[config.mk]
export PLATFORM = sky130hd
export DESIGN_NAME = fbpu_front_flat
export DESIGN_NICKNAME = d
export VERILOG_FILES = /design/src/fbpu_pkg.sv /design/src/fbpu_ifs.sv /design/src/fbpu_front.sv /design/src/flat_wrapper.sv
export SDC_FILE = /design/constraint.sdc
export NUM_CORES = 1
export LEC_CHECK = 0
export ABC_AREA = 0
export BUFFER_PORTS_ARGS = -buffer_cell sky130_fd_sc_hd__buf_4
export CAP_MARGIN = 20
export CELL_PAD_IN_SITES_DETAIL_PLACEMENT = 1
export CELL_PAD_IN_SITES_GLOBAL_PLACEMENT = 2
export CORE_MARGIN = 2
export CORE_UTILIZATION = 35
export CTS_BUF_LIST = sky130_fd_sc_hd__clkbuf_8 sky130_fd_sc_hd__clkbuf_16
export DETAILED_ROUTE_END_ITERATION = 7
export PLACE_DENSITY = 0.77
export REMOVE_ABC_BUFFERS = 1
export SKIP_LAST_GASP = 1
export SYNTH_ARGS = -nofsm -noshare
export SYNTH_HDL_FRONTEND = slang
export SYNTH_SLANG_ARGS = --single-unit
[constraint.sdc]
create_clock -name clk -period 8.6 [get_ports clk]
set_input_delay 2.58 -clock clk [delete_from_list [all_inputs] [get_ports clk]]
set_output_delay 2.58 -clock clk [all_outputs]
set_load 0.005 [all_outputs]
[src/fbpu_pkg.sv]
package fbpu_pkg;

	localparam int MAX_DIM       = 4096;
	localparam int DIM_W         = 13;
	localparam int COORD_W       = 12;
	localparam int ADDR_W        = 24;
	localparam int PAL_W         = 8;
	localparam int PALETTE_DEPTH = 2 ** PAL_W;
	localparam int PCOUNT_W      = PAL_W + 1;
	localparam int CFG_IDX_W     = 3;
	localparam int CFG_DATA_W    = 13;

	localparam logic [DIM_W-1:0] MAX_DIM_V = DIM_W'(MAX_DIM);

	// input item kinds
	localparam logic FUNC_DATA    = 1'b0;
	localparam logic FUNC_PALETTE = 1'b1;

	// configuration register indexes
	localparam logic [CFG_IDX_W-1:0] CFG_PIXEL_FORMAT  = 3'd0;
	localparam logic [CFG_IDX_W-1:0] CFG_SOURCE_WIDTH  = 3'd1;
	localparam logic [CFG_IDX_W-1:0] CFG_SOURCE_HEIGHT = 3'd2;
	localparam logic [CFG_IDX_W-1:0] CFG_DEST_WIDTH    = 3'd3;
	localparam logic [CFG_IDX_W-1:0] CFG_DEST_HEIGHT   = 3'd4;
	localparam logic [CFG_IDX_W-1:0] CFG_PALETTE_COUNT = 3'd5;

	typedef enum logic [2:0] {
		FMT_MONO1    = 3'd0,
		FMT_PAL2     = 3'd1,
		FMT_PAL4     = 3'd2,
		FMT_PAL8     = 3'd3,
		FMT_RGB565   = 3'd4,
		FMT_RGB888   = 3'd5,
		FMT_RGBA8888 = 3'd6,
		FMT_UNDEF    = 3'd7
	} fmt_t;

	// one input byte that yields at least one pixel
	typedef struct packed {
		logic               use_pal;
		logic [2:0]         fmt;
		logic [7:0]         pix_byte;
		logic [3:0]         count;
		logic [COORD_W-1:0] x;
		logic [COORD_W-1:0] y;
		logic [ADDR_W-1:0]  row_base;
		logic [31:0]        direct;
	} job_t;

	function automatic logic [DIM_W-1:0] clamp_dim(input logic [DIM_W-1:0] v);
		return (v > MAX_DIM_V) ? MAX_DIM_V : v;
	endfunction

	function automatic logic [DIM_W-1:0] min_dim(input logic [DIM_W-1:0] a,
	                                             input logic [DIM_W-1:0] b);
		return (a < b) ? a : b;
	endfunction

endpackage

[src/fbpu_ifs.sv]


interface fbpu_cfg_if;
	logic        valid;
	logic        ready;
	logic [2:0]  index;
	logic [12:0] data;

	modport source(output valid, index, data, input ready);
	modport sink(input valid, index, data, output ready);
endinterface

[src/fbpu_front.sv]
module fbpu_front
	import fbpu_pkg::*;
(
	input  logic             clk,
	input  logic             arst_n,
	fbpu_cfg_if.sink         cfg,
	input  logic             take,
	input  logic             func,
	input  logic [7:0]       data_byte,
	output job_t             job,
	output logic             job_valid
);

	logic [2:0]          fmt_q;
	logic [DIM_W-1:0]    sw_q, sh_q, dw_q, dh_q;
	logic [PCOUNT_W-1:0] pcount_q;
	logic [DIM_W-1:0]    col_q, row_q;
	logic [1:0]          phase_q;
	logic [23:0]         gather_q;

	logic [DIM_W-1:0] sw_c, sh_c, dw_c, dh_c, cw, ch, remaining, col_sum;
	logic [3:0]       ppb, n_packed, step;
	logic             active, packed_fmt, pal_ok, in_crop, final_byte, emit;
	logic [1:0]       last_phase;
	logic [23:0]      gather_next;
	logic [31:0]      direct;
	logic [ADDR_W-1:0] product;

	assign cfg.ready = 1'b1;

	assign sw_c = clamp_dim(sw_q);
	assign sh_c = clamp_dim(sh_q);
	assign dw_c = clamp_dim(dw_q);
	assign dh_c = clamp_dim(dh_q);
	assign cw   = min_dim(sw_c, dw_c);
	assign ch   = min_dim(sh_c, dh_c);

	assign active     = (func == FUNC_DATA) && (sw_c != '0) && (sh_c != '0) &&
	                    (fmt_q != FMT_UNDEF);
	assign packed_fmt = (fmt_q == FMT_MONO1) || (fmt_q == FMT_PAL2) || (fmt_q == FMT_PAL4);
	assign in_crop    = (col_q < cw) && (row_q < ch);
	assign remaining  = cw - col_q;

	always_comb begin
		case (fmt_q)
			FMT_MONO1: begin
				ppb        = 4'd8;
				pal_ok     = pcount_q >= PCOUNT_W'(2);
				last_phase = 2'd0;
			end
			FMT_PAL2: begin
				ppb        = 4'd4;
				pal_ok     = pcount_q >= PCOUNT_W'(4);
				last_phase = 2'd0;
			end
			FMT_PAL4: begin
				ppb        = 4'd2;
				pal_ok     = pcount_q >= PCOUNT_W'(16);
				last_phase = 2'd0;
			end
			FMT_PAL8: begin
				ppb        = 4'd1;
				pal_ok     = {1'b0, data_byte} < pcount_q;
				last_phase = 2'd0;
			end
			FMT_RGB565: begin
				ppb        = 4'd1;
				pal_ok     = 1'b1;
				last_phase = 2'd1;
			end
			FMT_RGB888: begin
				ppb        = 4'd1;
				pal_ok     = 1'b1;
				last_phase = 2'd2;
			end
			default: begin
				ppb        = 4'd1;
				pal_ok     = (sw_q == dw_q) && (sh_q == dh_q);
				last_phase = 2'd3;
			end
		endcase
	end

	assign final_byte = phase_q >= last_phase;
	assign n_packed   = (remaining < DIM_W'(ppb)) ? remaining[3:0] : ppb;
	assign step       = packed_fmt ? ppb : 4'd1;
	assign col_sum    = col_q + DIM_W'(step);

	always_comb begin
		gather_next = gather_q;
		case (phase_q)
			2'd0:    gather_next[7:0]   = data_byte;
			2'd1:    gather_next[15:8]  = data_byte;
			default: gather_next[23:16] = data_byte;
		endcase
	end

	// colour for the formats that carry it in the stream
	always_comb begin
		case (fmt_q)
			FMT_RGB565: direct = {8'hFF, gather_q[4:0], 3'b000,
			                      data_byte[2:0], gather_q[7:5], 2'b00,
			                      data_byte[7:3], 3'b000};
			FMT_RGB888: direct = {8'hFF, data_byte, gather_q[15:8], gather_q[7:0]};
			default:    direct = {data_byte, gather_q};
		endcase
	end

	assign emit      = active && in_crop && pal_ok && (packed_fmt || final_byte);
	assign job_valid = take && emit;

	// row start address, both operands widened so no product bit is lost
	assign product = ADDR_W'(row_q[COORD_W-1:0]) * ADDR_W'(dw_c);

	always_comb begin
		job.use_pal  = packed_fmt || (fmt_q == FMT_PAL8);
		job.fmt      = fmt_q;
		job.pix_byte = data_byte;
		job.count    = packed_fmt ? n_packed : 4'd1;
		job.x        = col_q[COORD_W-1:0];
		job.y        = row_q[COORD_W-1:0];
		job.row_base = product;
		job.direct   = direct;
	end

	always_ff @(posedge clk or negedge arst_n) begin
		if (!arst_n) begin
			fmt_q    <= '0;
			sw_q     <= '0;
			sh_q     <= '0;
			dw_q     <= '0;
			dh_q     <= '0;
			pcount_q <= '0;
			col_q    <= '0;
			row_q    <= '0;
			phase_q  <= '0;
			gather_q <= '0;
		end else if (cfg.valid && cfg.ready) begin
			unique case (cfg.index)
				CFG_PIXEL_FORMAT:  fmt_q    <= cfg.data[2:0];
				CFG_SOURCE_WIDTH:  sw_q     <= cfg.data[DIM_W-1:0];
				CFG_SOURCE_HEIGHT: sh_q     <= cfg.data[DIM_W-1:0];
				CFG_DEST_WIDTH:    dw_q     <= cfg.data[DIM_W-1:0];
				CFG_DEST_HEIGHT:   dh_q     <= cfg.data[DIM_W-1:0];
				CFG_PALETTE_COUNT: pcount_q <= cfg.data[PCOUNT_W-1:0];
				default: ;
			endcase
			// format and geometry writes restart the frame
			if (cfg.index != CFG_PALETTE_COUNT && cfg.index <= CFG_DEST_HEIGHT) begin
				col_q    <= '0;
				row_q    <= '0;
				phase_q  <= '0;
				gather_q <= '0;
			end
		end else if (take && active) begin
			if (!packed_fmt && fmt_q != FMT_PAL8 && !final_byte) begin
				gather_q <= gather_next;
				phase_q  <= phase_q + 2'd1;
			end else begin
				phase_q  <= '0;
				gather_q <= '0;
				if (col_sum >= sw_c) begin
					col_q <= '0;
					row_q <= (row_q + 1'b1 >= sh_c) ? '0 : row_q + 1'b1;
				end else begin
					col_q <= col_sum;
				end
			end
		end
	end

endmodule

[src/flat_wrapper.sv]
// flat-port wrapper written by rule: the top's interface ports become plain ports
module fbpu_front_flat import fbpu_pkg::*;
  (clk, arst_n, take, func, data_byte, job, job_valid, cfg_valid, cfg_index, cfg_data, cfg_ready);
  fbpu_cfg_if cfg_i ();
  input  logic clk;
  input  logic arst_n;
  input  logic take;
  input  logic func;
  input  logic [7:0] data_byte;
  output job_t job;
  output logic job_valid;
  input wire logic [$bits(cfg_i.valid)-1:0] cfg_valid;
  input wire logic [$bits(cfg_i.index)-1:0] cfg_index;
  input wire logic [$bits(cfg_i.data)-1:0] cfg_data;
  output wire logic [$bits(cfg_i.ready)-1:0] cfg_ready;
  assign cfg_i.valid = cfg_valid;
  assign cfg_i.index = cfg_index;
  assign cfg_i.data = cfg_data;
  assign cfg_ready = cfg_i.ready;
  fbpu_front u_core (.clk(clk), .arst_n(arst_n), .cfg(cfg_i), .take(take), .func(func), .data_byte(data_byte), .job(job), .job_valid(job_valid));
endmodule
* Word level (Yosys, flattened, before mapping)
Cells that the tools add are included. W data, S select, Z words.
Cells by class: reduce and logical (&&, ||, !) cells 41, multiply operators 1, shifts and indexed selects 0, bitwise operators 1, add/sub/neg operators 4, $lt $le $gt $ge 17, eq/ne operators 21, muxes and demuxes 34, div/mod/pow operators 0
Operator list (number):
- $mux W13 | 16
- $mux W24 | 4
- $pmux W32 S2 | 1
- $gt A13 B13 Y1 const B | 4
- $lt A13 B13 Y1 | 4
- $eq A13 B13 Y1 | 2
- $ge A13 B13 Y1 | 2
- $reduce_bool A13 Y1 | 2
- $mul A12 B13 Y24 | 1
- $mux W8 | 3
- $ne A3 B3 Y1 const B | 5
- $reduce_and A2 Y1 | 7
- $add A13 B1 Y13 const B | 1
- $add A13 B4 Y13 | 1
- $logic_and A1 B1 Y1 | 13
- $lt A13 B4 Y1 | 1
- $sub A13 B13 Y13 | 1
- $eq A3 B2 Y1 const B | 4
- $eq A3 B3 Y1 const B | 4
- $mux W4 | 3
- $pmux W4 S3 | 1
- $reduce_and A3 Y1 | 4
- $ge A9 B2 Y1 const B | 1
- $ge A9 B3 Y1 const B | 1
- 22 further kinds | 33
Storage, ports and cells: bits in read-only memories 0, memories kept 0, word-level logic and storage cells 131, input bits 29, flip-flop bits (word level) 116, bits in latches 0, output and inout bits 98, memory bits (writable) 0

* Logic depth before layout (Yosys ltp)
depth in word-level cells 10, gate-level depth with buffers 24, gate-level depth less buffers 23

* Least setup slack after synthesis
Ideal clock, no wire load.
path kind reg-to-output, from reg u_core.dw_q[12], to out job[55] (netlist name), buffers on the path 4, stages on the path, launching flop included 23, arrival 5.641 ns, path slack 0.379 ns, data required time 6.020 ns, cells stage by stage dfrtp_1 -> clkbuf_1 -> clkbuf_1 -> nor2b_1 -> clkbuf_1 -> nand2_1 -> fa_1 -> inv_1 -> fa_1 -> fa_1 -> fa_1 -> inv_1 -> fa_1 -> inv_1 -> ha_1 -> clkbuf_1 -> a211oi_1 -> o21ai_0 -> a21oi_1 -> o211ai_1 -> a31o_2 -> and4_1 -> nor3_1
RTL lines:
- from (decl) | line fbpu_front.sv:15 | logic [DIM_W-1:0] sw_q, sh_q, dw_q, dh_q;
- from (signal assigned) | line fbpu_front.sv:143 | CFG_DEST_WIDTH: dw_q <= cfg.data[DIM_W-1:0];
- to (decl) | line flat_wrapper.sv:10 | output job_t job;

==> impl_metrics.yaml <==
status:
  status: "complete, no violations"
setup_path:
  path_max_fanout: 13
  r2r-start: "u_core.fmt_q[0]$_DFFE_PN0P_"
  critPathSlowestCell: "fa_1"
  crit_path_frequent_cell: "fa_1"
  worstRegToRegCells: 19
  cp.depth: 20
  path_buf_inv: 6
  cp-end-kind: "output port"
  path_delay_family: "adder cells"
  startpoint_type: "flip-flop"
  path_class: "reg2out"
  critical_path.max_stage_delay_ns: 0.54
  r2r_end: "u_core.row_q[1]$_DFFE_PN0P_"
  cp_cell_sequence: "buf_8, nor2b_2, buf_12, nand2_1, fa_1, inv_1, fa_1, fa_1, fa_1, inv_1, fa_1, inv_1, ha_4, and2_4, a221o_1, o21ai_2, a21o_1, nor3_1, a311o_1, buf_4"
  arrival_ns: 5.84
  r2r_setup_slack_ns: 3.23
  worstPathRequired_ns: 6.02
worst_hold_path:
  hold_depth: 1
  whs_endpoint: "u_core.gather_q[13]$_DFFE_PN0P_"
  hold_class: "reg2reg"
  worstHoldStart: "u_core.gather_q[13]$_DFFE_PN0P_"
logic_synthesis:
  synth_top_area_share: 0.2069
  yosys_warnings: 0
  ys_seq_elements: 116
  synth_edf_count: 0
  synth_cells: 1566
  synth_top_area_cell: "dfrtp_1"
  ys_types: 68
  ys_top_cells_by_count: "221 x inv_1, 189 x nand2_1, 154 x ha_1"
  synthFlopType: "dfrtp_1"
  synth_most_common_cell: "inv_1"
  synthArstFlopShare: 1.000
  ys_seq_area_frac: 0.2069
  netlist_area_mm2: 0.01403
  syn_avg_cell_area_um2: 8.961
  synth.top_cells.by_area: "dfrtp_1 21%, fa_1 16%, ha_1 14%"
timing:
  fin_crit_sh: 0.9791
  layout_min_cycle_time_ns: 8.420
  rsz0062_at_grt: "yes"
  setup_viol: 0
  max-slew-margin-rel: 0.3345
  slew_violations: 0
  skew_ns: 0.01789
  holdWs_ns: 0.4957
  worstMarginPinSlew_ns: 0.9730
  fmax_mhz: 118.8
  hold_violations: 0
layout:
  fillers: 4600
  multi_input_area_mm2: 0.01008
  nNetsFinal: 1977
  stdcell_count: 2221
  n_antenna_cell: 0
  area_growth_pct: 17.99
  drive_above_1_share: 0.2152
  register_area_mm2: 0.002905
  final_util: 0.4177
clock_tree:
  cts_made_buffers: 17
  htree_levels: 4
  cts.root.buffer_cell: "clkbuf_16"
  cts.sink_count: 116
  clk_latency_ns: 0.44
  path_clk_slew_ns: 0.06
  cts_buffer_depth: 2
  cts_tree: "yes"
global_routing:
  grt_usage: 0.2175
  grt_overflow: 0
  grt_max_degree: 61
  grt_pass1_wl_um: 70670
  grt_pass1_vias: 12460
  antenna_found_initial: 0
pwr:
  p_sw_frac: 0.4496
  clkPwrFrac: 0.207
  internal_power_uw: 1847
  peakVddDrop_mv: 0.1413
  powerDensity_mw_per_mm2: 202.7
  power_leakage_uw: 0.008277
  power_switching_uw: 1509
  p_seq_frac: 0.230
  combPwrFrac: 0.563
detailed_routing:
  routedWlPerCell_um: 20.05
  drtAntennaViolNets: 0
  vias: 11630
  routed_via_density: 5.235
  drtIter0Drc: 433
  drt-total-wl_um: 44530
  drcViolationCount: 0
  firstDrtPassIters: 4
placed_design:
  dp.cells: 2165
  detailedPlacementHpwl_um: 35350
  port_buffers: 125
  place_congestion: 0.8708
floorplan:
  pin_count: 127
  initial_core_util: 0.3540
  dieWidth_um: 204.2
  design.core.area_mm2: 0.03964
  die-area_mm2: 0.04171
  fp.dieH_um: 204.2
  fp-row-count: 73
run:
  max_cap_violations: 0
## routing by layer
metal / GRT usage / up-vias / part of all wire
li1: - / 5469 / -
met1: 0.2993 / 5964 / 0.47
met2: 0.3708 / 157 / 0.49
met3: 0.02280 / 38 / 0.023
met4: 0.04322 / 0 / 0.015
met5: 0 / - / 0
## how the worst max path moves through the flow
stage                                     start       to  slack, ns
global route        u_core.dw_q[12]$_DFFE_PN0P_  job[55]      -0.03
detailed placement  u_core.dw_q[12]$_DFFE_PN0P_  job[53]      -0.01
CTS                 u_core.dw_q[12]$_DFFE_PN0P_  job[54]      0.003
finish              u_core.dw_q[12]$_DFFE_PN0P_  job[48]       0.18
global placement    u_core.dw_q[12]$_DFFE_PN0P_  job[54]       0.16
floorplan           u_core.dw_q[12]$_DFFE_PN0P_  job[81]       0.23
## area by class of cell
| cell class | count | area share |
|---|---|---|
| multi-input combinational | 1134 | 0.6089 |
| sequential | 116 | 0.1755 |
| timing repair buffer | 191 | 0.09136 |
| inverter | 223 | 0.05078 |
| tap | 525 | 0.03967 |
| clock buffer | 17 | 0.02569 |
| clock inverter | 15 | 0.008161 |
## stage by stage
step / cell area (um2) / TNS, ns / power, uW / setup WS [ns]
6_report: 16560 / 0 / 3356 / 0.1800
5_1_grt: 16560 / -0.07205 / 3618 / -0.02810
4_1_cts: 16250 / 0 / 3319 / 0.003360
3_5_place_dp: 15470 / -0.01162 / 2565 / -0.01162
3_3_place_gp: 15470 / 0 / 2514 / 0.1561
2_1_floorplan: 13530 / 0 / 1901 / 0.2318
## cells by family after synthesis
| logic type | count (synthesis) | share of synthesized area |
|---|---|---|
| AND/OR/NAND/NOR | 464 | 0.1625 |
| buffers and inverters | 316 | 0.09523 |
| adder cells (fa/ha/maj) | 265 | 0.2957 |
| AO/OA/AOI/OAI | 231 | 0.1151 |
| flip-flops | 116 | 0.2069 |
| multiplexers | 104 | 0.08132 |
| XOR/XNOR | 69 | 0.04307 |
| other | 1 | 0.0002672 |
## power groups by stage
stage / Clock, uW / Sequential (uW) / Combinational, uW
floorplan: 0 / 735 / 1170
global placement: 0 / 774 / 1740
detailed placement: 0 / 779 / 1790
CTS: 707 / 767 / 1850
global route: 730 / 784 / 2100
finish: 695 / 771 / 1890
## registers in the layout, indices dropped and copies added, names as in the netlist
name / count
u_core.gather_q: 24
u_core.col_q: 13
u_core.dh_q: 13
u_core.dw_q: 13
u_core.row_q: 13
u_core.sh_q: 13
u_core.sw_q: 13
u_core.pcount_q: 9
u_core.fmt_q: 3
u_core.phase_q: 2
## cell usage in the layout (no fill, tap or decap), drive strengths merged, types with 4 or more instances in the layout
| cell | n |
|---|---|
| inv | 232 |
| buf | 191 |
| nand2 | 189 |
| ha | 154 |
| dfrtp | 116 |
| fa | 111 |
| mux2 | 80 |
| o21ai | 66 |
| nor2 | 55 |
| xnor2 | 48 |
| and2 | 43 |
| a22o | 39 |
| a21oi | 35 |
| nor2b | 30 |
| nor3 | 27 |
| nand4 | 26 |
| mux2i | 24 |
| xor2 | 21 |
| nand3 | 21 |
| nand2b | 20 |
| clkbuf | 17 |
| nor4 | 17 |
| and3 | 15 |
| a21o | 15 |
| a211oi | 14 |
| o21bai | 8 |
| o211ai | 7 |
| o21a | 6 |
| o2111ai | 5 |
| nor3b | 5 |
| a2111oi | 5 |
| or3 | 4 |
## what timing repair did
action,4_1_cts,5_1_grt
setup endpoints to repair,13,12
hold buffers,0,0
endpoints found under the hold margin,0,0
setup buffers,7,15
resized for setup,36,48
pin swaps,7,43
(Power assumes the default switching activity.)
